$ cat src/hdl/dtff_pkg.sv
// Package for the discount forward filter: sizes, register indexes, sequencer states
// and the fixed-point helpers (rounding, saturation) shared by the datapath modules.
// No dependencies.
package dtff_pkg;

	localparam int ORDER  = 4;
	localparam int IDX_W  = (ORDER > 1) ? $clog2(ORDER) : 1;
	localparam int CELLS  = ORDER * ORDER;
	localparam int ADDR_W = (CELLS > 1) ? $clog2(CELLS) : 1;

	localparam logic [IDX_W-1:0] LAST_IDX = IDX_W'(ORDER - 1);

	// divider: one quotient bit per cycle over a 64-bit dividend
	localparam int DIV_BITS = 64;
	localparam int DIV_CW   = $clog2(DIV_BITS + 1);

	localparam logic [1:0] REG_DISCOUNT    = 2'd0;
	localparam logic [1:0] REG_PRIOR_DOF   = 2'd1;
	localparam logic [1:0] REG_PRIOR_SCALE = 2'd2;

	localparam logic [15:0] DISCOUNT_RST    = 16'd63898;
	localparam logic [30:0] PRIOR_DOF_RST   = 31'd65536;
	localparam logic [30:0] PRIOR_SCALE_RST = 31'd65536;
	localparam logic [30:0] ONE_Q16         = 31'd65536;

	typedef struct packed {
		logic               start;
		logic signed [63:0] dividend;
		logic        [30:0] divisor;
	} div_req_t;

	typedef enum logic [5:0] {
		ST_IDLE, ST_PRI_MUL, ST_PRI_ACC,
		ST_R_RD, ST_R_DIV, ST_R_WT,
		ST_RF_RD, ST_RF_MUL, ST_RF_ACC, ST_Q_MUL, ST_Q_ACC, ST_F_MUL, ST_F_ACC,
		ST_E, ST_EE_MUL, ST_EE_DIV, ST_EE_WT, ST_D_MUL, ST_D_ACC, ST_S_DIV, ST_S_WT,
		ST_G_DIV, ST_G_WT, ST_M_MUL, ST_M_ACC,
		ST_C_RD, ST_C_MUL1, ST_C_MUL2, ST_C_SUB, ST_C_MUL3, ST_C_DIV, ST_C_WT,
		ST_OUT
	} state_t;

	function automatic logic signed [63:0] sx64(input logic signed [31:0] a);
		return {{32{a[31]}}, a};
	endfunction

	function automatic logic signed [63:0] zx64(input logic [30:0] a);
		return {33'b0, a};
	endfunction

	function automatic logic signed [31:0] sat32(input logic signed [63:0] x);
		if (x > 64'sd2147483647)
			return 32'sh7fffffff;
		else if (x < -64'sd2147483648)
			return 32'sh80000000;
		else
			return x[31:0];
	endfunction

	function automatic logic [30:0] u31(input logic signed [63:0] x);
		if (x < 64'sd0)
			return '0;
		else if (x > 64'sd2147483647)
			return 31'h7fffffff;
		else
			return x[30:0];
	endfunction

	// Q16.16 product: round half up, then saturate
	function automatic logic signed [31:0] mulq_post(input logic signed [63:0] p);
		logic signed [63:0] x;
		x = (p + 64'sd32768) >>> 16;
		return sat32(x);
	endfunction

	function automatic logic [ADDR_W-1:0] cell_addr(input logic [IDX_W-1:0] i,
			input logic [IDX_W-1:0] j);
		return ADDR_W'(int'(i) * ORDER + int'(j));
	endfunction

endpackage

$ cat src/hdl/dtff_mul.sv
// Shared signed 32x32 multiplier with a registered 64-bit product.
// Depends on dtff_pkg.
module dtff_mul import dtff_pkg::*; (
	input  logic               clk,
	input  logic signed [31:0] a,
	input  logic signed [31:0] b,
	output logic signed [63:0] p_s1
);

	always_ff @(posedge clk) begin
		p_s1 <= 64'(a) * 64'(b);
	end

endmodule

$ cat config.mk
export PLATFORM = sky130hd
export DESIGN_NAME = dtff_mul
export DESIGN_NICKNAME = d
export VERILOG_FILES = /design/src/hdl/dtff_pkg.sv /design/src/hdl/dtff_mul.sv
export SDC_FILE = /design/constraint.sdc
export NUM_CORES = 2
export LEC_CHECK = 0
export ABC_AREA = 1
export BUFFER_PORTS_ARGS = -buffer_cell sky130_fd_sc_hd__buf_2
export CAP_MARGIN = 40
export CORE_UTILIZATION = 25
export CTS_CLUSTER_DIAMETER = 40
export CTS_CLUSTER_SIZE = 24
export DETAILED_ROUTE_END_ITERATION = 7
export GPL_TIMING_DRIVEN = 1
export SYNTH_ARGS = -nofsm -noshare
export SYNTH_HDL_FRONTEND = slang
export SYNTH_SLANG_ARGS = --single-unit
$ cat constraint.sdc
create_clock -name clk -period 7.6 [get_ports clk]
set_clock_uncertainty 0.1 [all_clocks]
set_input_delay 0 -clock clk [delete_from_list [all_inputs] [get_ports clk]]
set_output_delay 0 -clock clk [all_outputs]
set_load 0.02 [all_outputs]
[Word level (Yosys, flattened, before mapping)]
Cells that the tools add are included.
Cells by class
  multiply operators: 1
Operator list (count)
  $mul 32x32->64: 1
Word-level totals
  register bits: 64
  output and inout bits: 64
  word-level logic and storage cells: 2

[Logic depth before layout (Yosys ltp)]
  depth in word-level cells: 1
  gate-level depth with buffers: 31
  gate-level depth less buffers: 30

[Worst setup path before layout]
OpenSTA, ideal clock, no wires.
  path type: input -> register
  from: in a[31]
  to: reg p_s1[59]
  data arrival time: 6532 ps
  required time: 7387 ps
  path slack: 856 ps
  stages on the path: 27
  cells stage by stage: clkbuf_1 nand2_1 inv_1 fa_1 inv_1 fa_1 inv_1 fa_1 fa_1 inv_1 fa_1 inv_1 fa_1 inv_1 fa_1 fa_1 inv_1 ha_1 nand2_2 nor2_1 inv_1 nor2_1 nand2_1 nor3_1 nand2_1 nand4_1 nand2_1
On the way
  word-level cells in the longest chain between the ends: 1
RTL lines
  start, declared: RTL line dtff_mul.sv:5  | input logic signed [31:0] a,
  $mul 32x32->64: RTL line dtff_mul.sv:11  | p_s1 <= 64'(a) * 64'(b);
  end signal, assigned: RTL line dtff_mul.sv:11
  end, declared: RTL line dtff_mul.sv:7  | output logic signed [63:0] p_s1
No other way between the ends.

[Worst setup path in the final report]
  from: in a[31]
  to: reg p_s1[61]
Same word-level chain as after synthesis.

==> results.json <==
{
  "synth_nets": 6455,
  "grt_usage": 0.1520,
  "max_stage_delay_ps": 560,
  "die_h_um": 403.0,
  "finalHoldViolCount": 0,
  "ys_types": 27,
  "slew_headroom": 0.3609,
  "hp-class": "in -> reg",
  "final_max_slew_viol_count": 0,
  "cts_setup_buffers": 0,
  "fmax_mhz": 143.6,
  "dp.cells": 7234,
  "io_buffer_count": 128,
  "root_buffer": "clkbuf_16",
  "holdBufCountCts": 0,
  "arrival_ps": 7140,
  "largest_reg_flops": 64,
  "wl_per_cell_um": 16.49,
  "crit_top_cell": "fa_1",
  "end_kind": "register",
  "hpwl_um": 106900,
  "worstSetupPathType": "in -> reg",
  "ant_nets": 0,
  "finalSetupTns_ps": 0,
  "io_pins": 129,
  "path_max_fanout": 20,
  "final_nets": 6504,
  "outcome": "complete, no violations",
  "drt-total-wl_um": 119600,
  "cts_buffers": 9,
  "area_delta_synth_final_pct": 9.031,
  "dr.first_iter.drc_count": 2083,
  "ys_seq_area_frac": 0.03187,
  "slowest_stage": "fa_1",
  "layout_common_cells": "1,692 x inv_1, 1,504 x nand2_1, 1,082 x fa_1",
  "syn_avg_cell_area_um2": 7.846,
  "finalWeightedCongestion": 0.9200,
  "worst-path-buf-inv": 8,
  "final_common_cell": "inv_1",
  "cap_violations": 0,
  "nFillCells": 17180,
  "regMostFlops": "p_s1",
  "overflow": 0,
  "clk_pin_slew_ps": 60,
  "grt_pass1_wl_um": 191500,
  "cts_tree": "done",
  "syn_area_um2": 40200,
  "worst_pin_slew_ps": 958.7,
  "drc": 0,
  "synth_warnings": 0,
  "start_util": 0.2530,
  "min_period_over_period": 0.9164,
  "htree_levels": 3,
  "cts_resized": 0,
  "die-area_um2": 162400,
  "cp-start-kind": "primary input",
  "dr.pass1.iters": 5,
  "grt_pass1_vias": 33460,
  "antenna_found_initial": 19,
  "rsz0062_at_grt": "no",
  "whs_ps": 229.1,
  "numClockSinks": 64,
  "fin_util": 0.2758,
  "largestRegisters": "p_s1: 64 flops",
  "finalSetupViolCount": 0,
  "crit_family": "adder cells",
  "cp.required_ps": 7770,
  "core_area_um2": 158900,
  "grt_start_max_net_pins": 33,
  "clk_path_buf_depth": 2,
  "drive_gt1_frac": 0.06279,
  "period_needed_ps": 6965,
  "postSynthCellCount": 5124,
  "via_per_inst": 4.283,
  "stdcell_count": 7250,
  "rows": 146,
  "synth-seq-cells": 64,
  "route.vias.total": 31050,
  "fp.dieW_um": 403.0
}
through the flow:
step	cell area, µm²	worst slack, ps
after floorplan	40200	855.5
after global placement	43520	343.9
after detailed placement	43520	258.5
after CTS	43830	648.7
after global routing	43840	145.8
final	43840	635.2
routing by layer:
metal | up-vias | wire, µm | GRT usage | part of all wire
li1 | 14020 | - | - | -
met3 | 121 | 7364 | 0.01971 | 0.062
met4 | 6 | 1662 | 0.02301 | 0.014
met1 | 16000 | 51490 | 0.2053 | 0.43
met5 | - | 37 | 0 | 0.00031
met2 | 905 | 59040 | 0.2629 | 0.49
cells by family after synthesis:
family	count (synthesis)	synth area share
buffers and inverters	1892	0.1766
AND/OR/NAND/NOR	1773	0.1755
XOR/XNOR	34	0.007407
flip-flops	64	0.03187
AO/OA/AOI/OAI	95	0.01260
adder cells (fa/ha/maj)	1266	0.5960
cells in the mapped netlist:
master	count	area, µm²
nor2_1	93	349.1
or2_2	7	43.79
a21oi_1	62	310.3
o21bai_1	8	60.06
xor2_1	31	271.5
nor2_2	31	193.9
nand2_2	21	131.4
ha_1	184	2302
a21o_1	2	15.01
nor2_4	3	33.78
nand4_1	13	81.33
dfxtp_1	64	1281
o21a_1	1	7.510
inv_1	1692	6351
nand3_2	6	60.06
a21oi_2	1	8.760
nor3_2	5	50.05
o21ai_0	17	85.08
o21ai_1	4	20.02
xnor2_1	3	26.28
nand3b_1	6	45.04
nor3_1	11	55.05
fa_1	1082	21660
nand3_1	73	365.4
clkbuf_1	192	720.7
nand2_1	1504	5645
inv_2	8	30.03
cell type report:
type,instances,area [µm²],share of cell area
antenna,2,5.005,0.0001142
sequential,64,1281,0.02923
tap,2072,2592,0.05914
multi-input combinational,3168,31820,0.7259
clock inverter,3,67.56,0.001541
clock buffer,11,242.7,0.005537
inverter,1700,6381,0.1456
timing repair buffer,230,1444,0.03294
worst paths after layout:
check	startpoint	endpoint	slack (ps)	cells after the start
max	a[31]	p_s1[61]$_DFF_P_	640	26
min	a[0]	p_s1[0]$_DFF_P_	230	4
Power is left out: the tool's default activity adds up to more than one toggle a clock period on the data nets, which glitch-free logic cannot reach.
