[src/hdl/dtff_pkg.sv]
// Package for the discount forward filter: sizes, register indexes, sequencer states
// and the fixed-point helpers (rounding, saturation) shared by the datapath modules.
// No dependencies.
package dtff_pkg;

	localparam int ORDER  = 4;
	localparam int IDX_W  = (ORDER > 1) ? $clog2(ORDER) : 1;
	localparam int CELLS  = ORDER * ORDER;
	localparam int ADDR_W = (CELLS > 1) ? $clog2(CELLS) : 1;

	localparam logic [IDX_W-1:0] LAST_IDX = IDX_W'(ORDER - 1);

	// divider: one quotient bit per cycle over a 64-bit dividend
	localparam int DIV_BITS = 64;
	localparam int DIV_CW   = $clog2(DIV_BITS + 1);

	localparam logic [1:0] REG_DISCOUNT    = 2'd0;
	localparam logic [1:0] REG_PRIOR_DOF   = 2'd1;
	localparam logic [1:0] REG_PRIOR_SCALE = 2'd2;

	localparam logic [15:0] DISCOUNT_RST    = 16'd63898;
	localparam logic [30:0] PRIOR_DOF_RST   = 31'd65536;
	localparam logic [30:0] PRIOR_SCALE_RST = 31'd65536;
	localparam logic [30:0] ONE_Q16         = 31'd65536;

	typedef struct packed {
		logic               start;
		logic signed [63:0] dividend;
		logic        [30:0] divisor;
	} div_req_t;

	typedef enum logic [5:0] {
		ST_IDLE, ST_PRI_MUL, ST_PRI_ACC,
		ST_R_RD, ST_R_DIV, ST_R_WT,
		ST_RF_RD, ST_RF_MUL, ST_RF_ACC, ST_Q_MUL, ST_Q_ACC, ST_F_MUL, ST_F_ACC,
		ST_E, ST_EE_MUL, ST_EE_DIV, ST_EE_WT, ST_D_MUL, ST_D_ACC, ST_S_DIV, ST_S_WT,
		ST_G_DIV, ST_G_WT, ST_M_MUL, ST_M_ACC,
		ST_C_RD, ST_C_MUL1, ST_C_MUL2, ST_C_SUB, ST_C_MUL3, ST_C_DIV, ST_C_WT,
		ST_OUT
	} state_t;

	function automatic logic signed [63:0] sx64(input logic signed [31:0] a);
		return {{32{a[31]}}, a};
	endfunction

	function automatic logic signed [63:0] zx64(input logic [30:0] a);
		return {33'b0, a};
	endfunction

	function automatic logic signed [31:0] sat32(input logic signed [63:0] x);
		if (x > 64'sd2147483647)
			return 32'sh7fffffff;
		else if (x < -64'sd2147483648)
			return 32'sh80000000;
		else
			return x[31:0];
	endfunction

	function automatic logic [30:0] u31(input logic signed [63:0] x);
		if (x < 64'sd0)
			return '0;
		else if (x > 64'sd2147483647)
			return 31'h7fffffff;
		else
			return x[30:0];
	endfunction

	// Q16.16 product: round half up, then saturate
	function automatic logic signed [31:0] mulq_post(input logic signed [63:0] p);
		logic signed [63:0] x;
		x = (p + 64'sd32768) >>> 16;
		return sat32(x);
	endfunction

	function automatic logic [ADDR_W-1:0] cell_addr(input logic [IDX_W-1:0] i,
			input logic [IDX_W-1:0] j);
		return ADDR_W'(int'(i) * ORDER + int'(j));
	endfunction

endpackage

[src/hdl/dtff_div.sv]
// Shared restoring divider: signed 64-bit dividend, positive 31-bit divisor,
// quotient truncated toward zero and saturated to 32 bits. Depends on dtff_pkg.
module dtff_div import dtff_pkg::*; (
	input  logic               clk,
	input  logic               arst_n,
	input  div_req_t           req,
	output logic               done,
	output logic signed [31:0] quot
);

	logic              busy_q, done_q, neg_q;
	logic [DIV_CW-1:0] cnt_q;
	logic [63:0]       num_q;
	logic [30:0]       rem_q, den_q;
	logic [31:0]       sh;
	logic              ge;

	assign sh = {rem_q, num_q[63]};
	assign ge = sh >= {1'b0, den_q};

	always_ff @(posedge clk or negedge arst_n) begin
		if (!arst_n) begin
			busy_q <= 1'b0;
			done_q <= 1'b0;
			neg_q  <= 1'b0;
			cnt_q  <= '0;
			num_q  <= '0;
			rem_q  <= '0;
			den_q  <= '0;
		end else if (req.start) begin
			neg_q  <= req.dividend[63];
			num_q  <= req.dividend[63] ? 64'(-req.dividend) : 64'(req.dividend);
			rem_q  <= '0;
			den_q  <= req.divisor;
			cnt_q  <= DIV_CW'(DIV_BITS);
			busy_q <= 1'b1;
			done_q <= 1'b0;
		end else if (busy_q) begin
			rem_q <= ge ? 31'(sh - {1'b0, den_q}) : sh[30:0];
			num_q <= {num_q[62:0], ge};
			cnt_q <= cnt_q - 1'b1;
			if (cnt_q == DIV_CW'(1)) begin
				busy_q <= 1'b0;
				done_q <= 1'b1;
			end
		end else begin
			done_q <= 1'b0;
		end
	end

	assign done = done_q;

	always_comb begin
		if (!neg_q)
			quot = (num_q[63:31] != '0) ? 32'sh7fffffff : $signed({1'b0, num_q[30:0]});
		else if (num_q > 64'd2147483648)
			quot = 32'sh80000000;
		else
			quot = $signed(32'(~num_q[31:0] + 32'd1));
	end

endmodule

[config.mk]
export PLATFORM = sky130hd
export DESIGN_NAME = dtff_div
export DESIGN_NICKNAME = d
export VERILOG_FILES = /design/src/hdl/dtff_pkg.sv /design/src/hdl/dtff_div.sv
export SDC_FILE = /design/constraint.sdc
export NUM_CORES = 1
export LEC_CHECK = 0
export ABC_AREA = 1
export BUFFER_PORTS_ARGS = -buffer_cell sky130_fd_sc_hd__buf_2
export CORE_MARGIN = 5
export CORE_UTILIZATION = 50
export CTS_BUF_LIST = sky130_fd_sc_hd__clkbuf_8
export CTS_CLUSTER_DIAMETER = 50
export DETAILED_ROUTE_END_ITERATION = 7
export GPL_TIMING_DRIVEN = 1
export HOLD_SLACK_MARGIN = 0.12
export PLACE_DENSITY = 0.76
export RECOVER_POWER = 50
export SYNTH_ARGS = -nofsm -noshare
export SYNTH_HDL_FRONTEND = slang
export SYNTH_SLANG_ARGS = --single-unit
[constraint.sdc]
create_clock -name clk -period 2.6 [get_ports clk]
set_clock_uncertainty 0.05 [all_clocks]
set_input_delay 0.52 -clock clk [delete_from_list [all_inputs] [get_ports clk]]
set_output_delay 0.52 -clock clk [all_outputs]
set_load 0.005 [all_outputs]
### Word level (Yosys, flattened, before mapping)

Cells that the tools add are included.

* register bits: 136
* input port bits: 98
* output and inout port bits: 33
* word-level logic and storage cells: 35

* add/subtract/negate cells: 4
* $lt $le $gt $ge: 2
* equal/unequal tests: 2
* mux-type cells: 17
* bitwise operators: 1
* reduce and logical (&&, ||, !) cells: 2

Operators by type and width (count)
* $mux W64: 3
* $mux W31: 4
* $gt A64 B32 Y1 const B: 1
* $mux W32: 2
* $neg A64 Y64: 1
* $reduce_bool A33 Y1: 1
* $add A32 B1 Y32 const B: 1
* $ge A32 B31 Y1: 1
* $not A32 Y32: 1
* $sub A31 B31 Y31: 1
* $mux W7: 2
* $eq A7 B1 Y1 const B: 1
* $sub A7 B1 Y7 const B: 1
* $mux W1: 6
* $ne A3 B2 Y1 const B: 1
* $reduce_bool A2 Y1: 1

### Logic depth before layout (Yosys ltp)

Gate-level depths: netlist of the first run.

* depth in word-level cells: 4
* mapped depth: 17
* depth with buffers taken out: 16

### Worst setup path before layout of the first run

Ideal clock, no wire load.

* path kind: register -> output
* from: reg num_q[1]
* to: out quot[10]
* arrival time: 1709 ps
* setup slack: 321 ps
* stages on the path, launching flop included: 12
* buffers on the path: 1
* path through: dfrtp_1 -> inv_1 -> ha_1 -> nand2_2 -> nor2_4 -> nand4_4 -> nor2_4 -> nand4_4 -> nand2_4 -> nand2_4 -> buf_6 -> o21ai_1

* longest elaborated chain between the ends: 4
* elaborated cells between the ends (all ways): 5
* classes of those cells: add/sub (1); order compare (1); mux (2); bitwise (1)

RTL lines
* from (decl): line dtff_div.sv:13 `logic [63:0] num_q;`
* from (signal assigned): line dtff_div.sv:32 `num_q <= req.dividend[63] ? 64'(-req.dividend) : 64'(req.dividend);`
* from (signal assigned): line dtff_div.sv:40 `num_q <= {num_q[62:0], ge};`
* parallel branches: the longest is 2 deep, another holds $gt A64 B32 Y1
* $mux W32 *: line dtff_div.sv:56 `else if (num_q > 64'd2147483648)`
* $mux W32 *: line dtff_div.sv:54 `if (!neg_q)`
* to (decl): line dtff_div.sv:8 `output logic signed [31:0] quot`

Mark *: on every way between the ends.

### Worst setup path in the final report of the first run

* from: reg num_q[23]
* to: out quot[16]

* longest elaborated chain between the ends: 3

RTL lines (line)
* $gt A64 B32 Y1: dtff_div.sv:56
* $mux W32: dtff_div.sv:56
* $mux W32: dtff_div.sv:54

No other way between the ends.

==> impl_metrics.toml, run 1 <==
[setup_path]
startpoint_type = "flip-flop"
cp-end-kind = "primary output"
worstPathRequired_ns = 2.03
cp_max_fo = 7
crit_buf_inv = 1
cp_top_family = "simple AND/OR/NAND/NOR gates"
crit_type = "reg2out"
crit_cells = 8
worstPathArrival_ns = 2.39
r2r.worst_path.cells = 14
crit_slowest_cell = "dfrtp_1"
slowest_delay_ns = 0.44
path_cells = "nor2_1 > nand2_1 > nor2_1 > nand4_4 > nand2_8 > nand2_8 > o21ai_4 > buf_2"

[global_route]
grt_pass1_wl_um = 65500
grt_overflow_total = 0
track_usage = 0.300
grt_pass1_vias = 12700
grt_antenna_before_repair = 0
grt_max_degree = 73

[timing]
relSlewSlack = 0.0326
rsz0062_at_grt = "true"
final-hold-violation-count = 0
period_minus_slack_ns = 2.96
min_period_over_period = 1.14
whs_ns = 0.198
fmax_mhz = 338
tightest_slew_ns = 1.45
worst_slack_ns = -0.355
setup_viol = 32
drv_slew = 0

[synth]
synthFlopType = "dfrtp_1"
synth_edf_count = 0
synth_most_common_cell = "nand2_1"
syn-num-nets = 2108
syn_area_um2 = 12100
synth_cell_types = 45
syn-mean-instance-area_um2 = 6.13
synth-seq-cells = 136
async_flop_share = 1.00
synth_common_cells = "642 x nand2_1, 305 x inv_1, 182 x nor2_1"
synth_warnings = 0
synth_top_area_share = 0.281
synth_area_leader_cell = "dfrtp_1"
yosys-top-cells-area = "dfrtp_1 28%, nand2_1 20%, inv_1 9.5%"
ys_seq_area_frac = 0.281
syn_inst = 1974

[finish]
fin_nets = 2267
drive_gt1_frac = 0.163
finalNonFillerCells = 2470
stdcell_area_um2 = 14200
area_growth_pct = 17.1
nFillCells = 2381
diodes = 0

[placement]
dp_cells = 2418
dpl-instance-area_um2 = 13300
dp.final_hpwl_um = 31900
place.gp.congestion = 1.01
port_buffers = 130
place_ws_ns = 0.0250

[power_and_ir_drop]
powerDensity_nw_per_um2 = 721
p_leak_nw = 7.33
power.total_mw = 10.2
ir_worst_vdd_uv = 394

[status]
status = "finished with violations"
failed_checks = "setup timing"

[route]
drc = 0
routed_via_density = 5.47
first_pass_iters = 6
vias = 13500
drtAntennaViolNets = 0
drt_wl_total_um = 41100
wl_per_cell_um = 16.7
drt_iter0_drc = 1363

[floorplan]
ioPinCount = 131
die_y_um = 166
die_x_um = 166
start_util = 0.503
placementRows = 57
die-area_um2 = 27400
coreArea_um2 = 24000

[flow_run]
maxCapViolCount = 0

[clocking]
htreeDepth = 4
clock_tree.root_cell = "clkbuf_8"
cts_buffers = 17
path_clk_slew_ns = 0.09
clk_path_buf_depth = 2
tritoncts = "built"
worstSkewPairLatency_ns = 0.48
clock-sinks = 136

[worst_hold_path]
hold_depth = 3
min_path_type = "in2reg"
-- state kept, by name (all words and copies together) (netlist names) --
| signal | flops |
|---|---|
| neg_q | 1 |
| busy_q | 1 |
| rem_q | 31 |
| done | 1 |
| cnt_q | 7 |
| den_q | 31 |
| num_q | 64 |
-- final timing paths --
kind                            from        end  slack (ns)
max                        num_q[23]   quot[16]       -0.36
min                          req[17]  den_q[17]        0.20
max reg2reg                rem_q[18]  rem_q[29]        0.20
min reg2reg                num_q[45]  num_q[45]        0.46
max in group asynchronous     arst_n  rem_q[21]        0.23
min in group asynchronous     arst_n  num_q[13]        0.87
-- tightest hold or removal path: stages --
cell,delay [ns]
buf_2,0.07
nand2_1,0.04
o21ai_0,0.05
-- layout by cell type, fill, tap and decap left out, types with 5 or more instances in the layout --
master | synthesis | layout
nor3_1 | 14 | 13
xnor2_1 | 16 | 16
ha_1 | 35 | 34
dfrtp_1 | 136 | 132
buf_2 | 10 | 127
xor2_1 | 28 | 28
o21ai_4 | 1 | 5
o22ai_1 | 30 | 30
o21ai_2 | 1 | 22
inv_1 | 305 | 294
o21ai_0 | 97 | 83
o211ai_1 | 9 | 9
nand4_1 | 47 | 47
nand2_8 | 0 | 6
o21ai_1 | 34 | 23
buf_4 | 4 | 56
nand3b_1 | 10 | 10
inv_2 | 13 | 23
nand2_2 | 7 | 9
nor2_4 | 7 | 10
a21oi_1 | 43 | 42
nand2_1 | 642 | 638
nor2_1 | 182 | 173
o221ai_1 | 22 | 22
nand3_1 | 176 | 172
inv_6 | 0 | 6
clkbuf_8 | 0 | 17
o21bai_1 | 18 | 18
nor2_2 | 11 | 17
nand3_2 | 6 | 9
-- metrics by stage --
stage          setup TNS (ns)  utilization
3_5_place_dp                0        0.554
2_1_floorplan               0            -
5_1_grt                -19.49        0.589
3_3_place_gp                0        0.554
6_report                -9.76        0.589
4_1_cts                 -8.24        0.586
-- cell type report --
| type | instances | area [um2] | share of cell area |
|---|---|---|---|
| Inverter | 320 | 1200 | 0.0850 |
| Clock buffer | 17 | 234 | 0.0165 |
| Clock inverter | 15 | 180 | 0.0127 |
| Sequential cell | 136 | 3410 | 0.241 |
| Multi-Input combinational cell | 1460 | 7520 | 0.531 |
| Timing Repair Buffer | 198 | 1200 | 0.0851 |
| Tap cell | 324 | 405 | 0.0286 |
-- repair_timing --
item / CTS / global route
hold buffers: 1 / 0
setup buffers: 15 / 2
hold endpoints to repair: 51 / 0
pin swaps: 13 / 8
endpoints found under the setup margin: 32 / 48
cloned: 2 / 0
gates resized for setup: 73 / 23
-- routing by layer --
metal | share of wire | routed length (um) | global-route usage | vias to the layer above
met1 | 0.44 | 18100 | 0.415 | 6221
met5 | 0 | 0 | 0 | -
met4 | 0.021 | 867 | 0.0776 | 0
li1 | - | - | - | 6625
met2 | 0.45 | 18700 | 0.488 | 600
met3 | 0.085 | 3490 | 0.0553 | 71
-- kinds of logic after synthesis --
group / synth area share
simple gates: 0.400
buf+inv: 0.123
compound gates: 0.126
flops: 0.281
xor+xnor: 0.0319
fa+ha+maj: 0.0379
-- power breakdown --
group          total [mW]  switching (mW)  internal (mW)
clock network        1.91            1.01          0.893
registers            2.89           0.336           2.55
logic                5.42            3.47           1.94
No activity file was read; power rests on OpenSTA's default activity.
==> run 2, diff against run 1 <==
- ABC_AREA: 1 -> default
==> impl_metrics.toml, run 2 <==
[floorplan]
ioPinCount = 131
die-area_um2 = 23600
die_y_um = 154
coreArea_um2 = 20300
start_util = 0.509
placementRows = 52
die_x_um = 154

[synth]
yosys-top-cells-area = "dfrtp_1 33%, nand2_1 6.8%, o21ai_0 6.5%"
synth_edf_count = 0
synth_top_area_share = 0.329
synth-seq-cells = 136
syn-num-nets = 1417
syn-mean-instance-area_um2 = 8.05
async_flop_share = 1.00
synth_warnings = 0
syn_area_um2 = 10300
ys_seq_area_frac = 0.329
syn_inst = 1283
synth_cell_types = 68
synth_most_common_cell = "nand2_1"
synth_common_cells = "188 x nand2_1, 136 x dfrtp_1, 135 x o21ai_0"
synthFlopType = "dfrtp_1"
synth_area_leader_cell = "dfrtp_1"

[worst_hold_path]
min_path_type = "in2reg"

[clocking]
htreeDepth = 4
worstSkewPairLatency_ns = 0.46
clock_tree.root_cell = "clkbuf_8"
clock-sinks = 136
path_clk_slew_ns = 0.09
tritoncts = "built"
cts_buffers = 17
clk_path_buf_depth = 2

[power_and_ir_drop]
p_leak_nw = 7.35
ir_worst_vdd_uv = 661
power_switching_mw = 5.64
p_clk_frac = 0.132
powerDensity_nw_per_um2 = 829
p_int_mw = 7.43
seqPwrFrac = 0.222
switching_share = 0.432
power.total_mw = 13.1
p_comb_frac = 0.646

[finish]
area_growth_pct = 52.5
layout_commonest_cell = "buf_4"
largest_reg_flops = 64
fin_nets = 1838
drive_gt1_frac = 0.415
mostFrequentLayoutCells = "308 x buf_4, 152 x nand2_1, 134 x dfrtp_1"
top_regs = "num_q (64), den_q (31), rem_q (31)"
utilization = 0.776
top_register = "num_q"
finalNonFillerCells = 1988

[placement]
dp.final_hpwl_um = 24500
port_buffers = 130
dp_cells = 1922
place.gp.congestion = 0.950

[timing]
drv_slew = 0
min_period_over_period = 1.41
setup_viol = 91
tns_ns = -56.53
worst_slack_ns = -1.06
tightest_slew_ns = 1.34
rsz0062_at_grt = "true"
final-hold-violation-count = 0
fmax_mhz = 273
relSlewSlack = 0.106
period_minus_slack_ns = 3.66

[setup_path]
startpoint_type = "flip-flop"
crit_type = "reg2out"
worstPathRequired_ns = 2.03
worstPathArrival_ns = 3.09
cp_max_fo = 20
cp-end-kind = "primary output"

[route]
drc = 1
drt_wl_total_um = 39000
drt_iter0_drc = 1179
wl_per_cell_um = 19.6
vias = 12300
drtAntennaViolNets = 0
routed_via_density = 6.17
first_pass_iters = 8

[global_route]
grt_overflow_total = 0
grt_max_degree = 95
grt_antenna_before_repair = 0
grt_pass1_wl_um = 58600
track_usage = 0.296
grt_pass1_vias = 11900

[status]
failed_checks = "DRC, setup timing"
status = "finished with violations"

[flow_run]
maxCapViolCount = 0
## run 2: changes by cell type after synthesis, moves of 41 or more
cell	delta
nand2_1	-454
inv_1	-249
mux2i_1	+49
xnor2_1	+41
nand3_1	-156
nor2_1	-101
## run 2: metrics by stage
| step | setup WS (ns) | hold slack (ns) | instance area, um2 |
|---|---|---|---|
| after CTS | -1.10 | 0.196 | 15300 |
| after global routing | -1.16 | 0.201 | 15800 |
| after global placement | -0.861 | 0.448 | 14100 |
| final | -1.06 | 0.210 | 15800 |
| after detailed placement | -0.952 | 0.456 | 14100 |
| after floorplan | -0.730 | 0.174 | 11000 |
## run 2: power by group through the flow
stage          combinational, mW  sequential [mW]  clock [mW]
5_1_grt                     8.98             2.93        1.83
3_3_place_gp                6.10             2.87           0
4_1_cts                     7.41             2.87        1.72
6_report                    8.45             2.90        1.73
3_5_place_dp                6.27             2.89           0
2_1_floorplan               3.70             2.89           0
## run 2: final timing paths
path,startpoint,to,slack [ns],cells after the start
worst max-delay path,num_q[0],quot[17],-1.06,12
worst min-delay path,req[15],den_q[15],0.21,3
worst max register to register,num_q[63],rem_q[12],-0.74,15
worst min register to register,den_q[19],den_q[19],0.49,2
max in group asynchronous,arst_n,den_q[25],0.30,3
min in group asynchronous,arst_n,rem_q[15],0.83,2
## run 2: logic make-up (layout without fill, tap and decap cells)
| kind of cell | after synthesis | in the layout | synth area share |
|---|---|---|---|
| AO/OA/AOI/OAI | 390 | 390 | 0.245 |
| adder cells (fa/ha/maj) | 36 | 36 | 0.0443 |
| XOR/XNOR | 85 | 85 | 0.0721 |
| other | 0 | 1 | 0 |
| AND/OR/NAND/NOR | 448 | 448 | 0.209 |
| flip-flops | 136 | 136 | 0.329 |
| multiplexers | 51 | 51 | 0.0496 |
| buffers and inverters | 137 | 571 | 0.0505 |
## run 2: final cells by class
| class | count | area (um2) |
|---|---|---|
| Multi-Input combinational cell | 1010 | 7810 |
| Fill cell | 1267 | 4540 |
| Timing Repair Buffer | 483 | 3620 |
| Sequential cell | 136 | 3410 |
| Tap cell | 270 | 338 |
| Clock buffer | 18 | 248 |
| Inverter | 56 | 213 |
| Clock inverter | 14 | 125 |
| Antenna cell | 1 | 2.50 |
## run 2: what timing repair did
action | CTS | global route
gates cloned | 4 | 2
endpoints found under the hold margin | 47 | 0
hold buffers | 1 | 0
pin swaps | 83 | 81
endpoints found under the setup margin | 92 | 92
gates resized for setup | 145 | 93
setup buffers | 16 | 15
## run 2: critical path: stages, from the launching register on
cell      delay [ns]
dfrtp_1         0.43
inv_2           0.10
ha_4            0.14
nor3b_4         0.21
nand4_1         0.18
nor4b_4         0.27
nand4_1         0.12
a211o_1         0.33
buf_12          0.18
o41ai_2         0.27
nand2_1         0.15
o311ai_4        0.10
buf_2           0.16
## run 2: metal layers
layer | vias to the layer above | GRT usage | share of wire
li1 | 5507 | - | -
met3 | 214 | 0.0469 | 0.071
met5 | - | 0 | 0
met1 | 5883 | 0.371 | 0.38
met4 | 0 | 0.125 | 0.053
met2 | 665 | 0.509 | 0.49
==> run 3, diff against run 2 <==
- BUFFER_PORTS_ARGS: -buffer_cell sky130_fd_sc_hd__buf_2 -> default
- DONT_BUFFER_PORTS: default -> 1
- PLACE_DENSITY: 0.76 -> 0.71
- clock period: 2.6 -> 4.1 ns (I/O delays scaled with it)
==> impl_metrics.toml, run 3 (synthesis results as in run 2) <==
[status]
status = "complete, no violations"

[flow_run]
maxCapViolCount = 0

[setup_path]
worstPathRequired_ns = 3.23
startpoint_type = "flip-flop"
r2r-end = "rem_q[28]"
timing.rr.start = "num_q[63]"
r2r.worst_path.cells = 13
worstPathArrival_ns = 3.18
cp-end-kind = "primary output"
crit_start = "num_q[22]"
cp_max_fo = 8
crit_type = "reg2out"
rrSetupSlack_ns = 0.37

[power_and_ir_drop]
p_comb_frac = 0.466
powerDensity_nw_per_um2 = 505
p_clk_frac = 0.199
seqPwrFrac = 0.334
p_leak_nw = 4.95
ir_worst_vdd_uv = 259
power_switching_mw = 2.44
power.total_mw = 5.75
switching_share = 0.423
p_int_mw = 3.32

[timing]
tns_ns = 0
rsz0062_at_grt = "true"
whs_ns = 0.238
period_minus_slack_ns = 4.05
drv_slew = 0
setup_viol = 0
tightest_slew_ns = 0.864
final-hold-violation-count = 0
fmax_mhz = 247
min_period_over_period = 0.988
relSlewSlack = 0.424

[finish]
layout_commonest_cell = "nand2_1"
largest_reg_flops = 64
top_register = "num_q"
area_growth_pct = 10.3
fin_nets = 1404
mostFrequentLayoutCells = "187 x nand2_1, 134 x o21ai_0, 131 x dfrtp_1"
diodes = 0
drive_gt1_frac = 0.0982
nFillCells = 1910
stdcell_area_um2 = 11400
top_regs = "num_q (64), den_q (31), rem_q (31)"

[route]
first_pass_iters = 5
drc = 0
vias = 9469
drt_wl_total_um = 27700
wl_per_cell_um = 17.9
routed_via_density = 6.10
drtAntennaViolNets = 0
drt_iter0_drc = 933

[global_route]
track_usage = 0.227
grt_overflow_total = 0
grt_pass1_vias = 8899
grt_pass1_wl_um = 45100
grt_max_degree = 228
grt_antenna_before_repair = 1

[clocking]
clock-sinks = 136
htreeDepth = 4
clk_path_buf_depth = 2
clock_tree.root_cell = "clkbuf_8"
worstSkewPairLatency_ns = 0.46
path_clk_slew_ns = 0.09
tritoncts = "built"
cts_buffers = 17

[floorplan]
die_x_um = 154
die_y_um = 154
coreArea_um2 = 20300
ioPinCount = 131
start_util = 0.509
placementRows = 52
die-area_um2 = 23600

[placement]
place.gp.congestion = 0.938
port_buffers = 0
dp.final_hpwl_um = 19000
dpl-instance-area_um2 = 10600

[worst_hold_path]
min_path_type = "in2async"
run 3: cell types whose count changed in the layout (fill, tap and decap cells not counted), sizes merged:
cell / previous run / this run
clkinvlp: 5 / 3
inv: 61 / 63
diode: 1 / 0
bufinv: 1 / 2
dlygate4sd3: 1 / 0
clkbuf: 25 / 19
buf: 475 / 46
or2: 4 / 5
run 3: repair_timing:
action / 4_1_cts / 5_1_grt
hold endpoints to repair: 136 / 0
endpoints found under the setup margin: 19 / 19
cloned: 0 / 3
setup buffers: 5 / 6
hold buffers: 1 / 0
pin swaps: 1 / 7
resized for setup: 15 / 41
run 3: layout make-up:
class | instances | area, um2 | area share
clock buffer | 17 | 234 | 0.0205
clock inverter | 15 | 165 | 0.0145
sequential | 136 | 3410 | 0.300
timing repair buffer | 48 | 428 | 0.0376
inverter | 56 | 210 | 0.0185
tap | 270 | 338 | 0.0297
multi-input combinational | 1011 | 6610 | 0.580
run 3: critical path, cell delays in order, from the launching register on:
cell      delay, ns
dfrtp_1        0.48
nor3_2         0.35
nand2b_1       0.13
nor4b_2        0.30
buf_4          0.16
nand4_1        0.09
a211o_4        0.40
buf_12         0.17
o41ai_2        0.28
nand2_1        0.09
o311ai_1       0.09
buf_4          0.16
run 3: worst max path at each step:
stage,endpoint,cells after the start
after global routing,quot[11],11
final,quot[11],11
after CTS,quot[17],11
after global placement,quot[17],9
after floorplan,quot[12],10
after detailed placement,quot[12],9
run 3: metal layers:
metal,up-vias,global-route usage,wire [um]
met3,53,0.0514,1890
met4,2,0.0723,728
li1,4636,-,-
met5,-,0,13
met1,4464,0.323,13000
met2,314,0.343,12100
run 3: through the flow:
step,setup WS [ns],instances,utilization
final,0.0502,1553,0.561
after global routing,-0.0771,1553,0.561
after CTS,0.00365,1544,0.549
after detailed placement,0.160,1506,0.523
after global placement,0.238,1506,0.523
after floorplan,0.246,1283,-
run 3: power groups by stage:
stage	Combinational, mW	Clock, mW	Sequential [mW]
2_1_floorplan	2.10	0	1.81
3_3_place_gp	2.53	0	1.92
3_5_place_dp	2.56	0	1.93
4_1_cts	2.63	1.17	1.91
5_1_grt	3.01	1.25	1.96
6_report	2.68	1.15	1.92
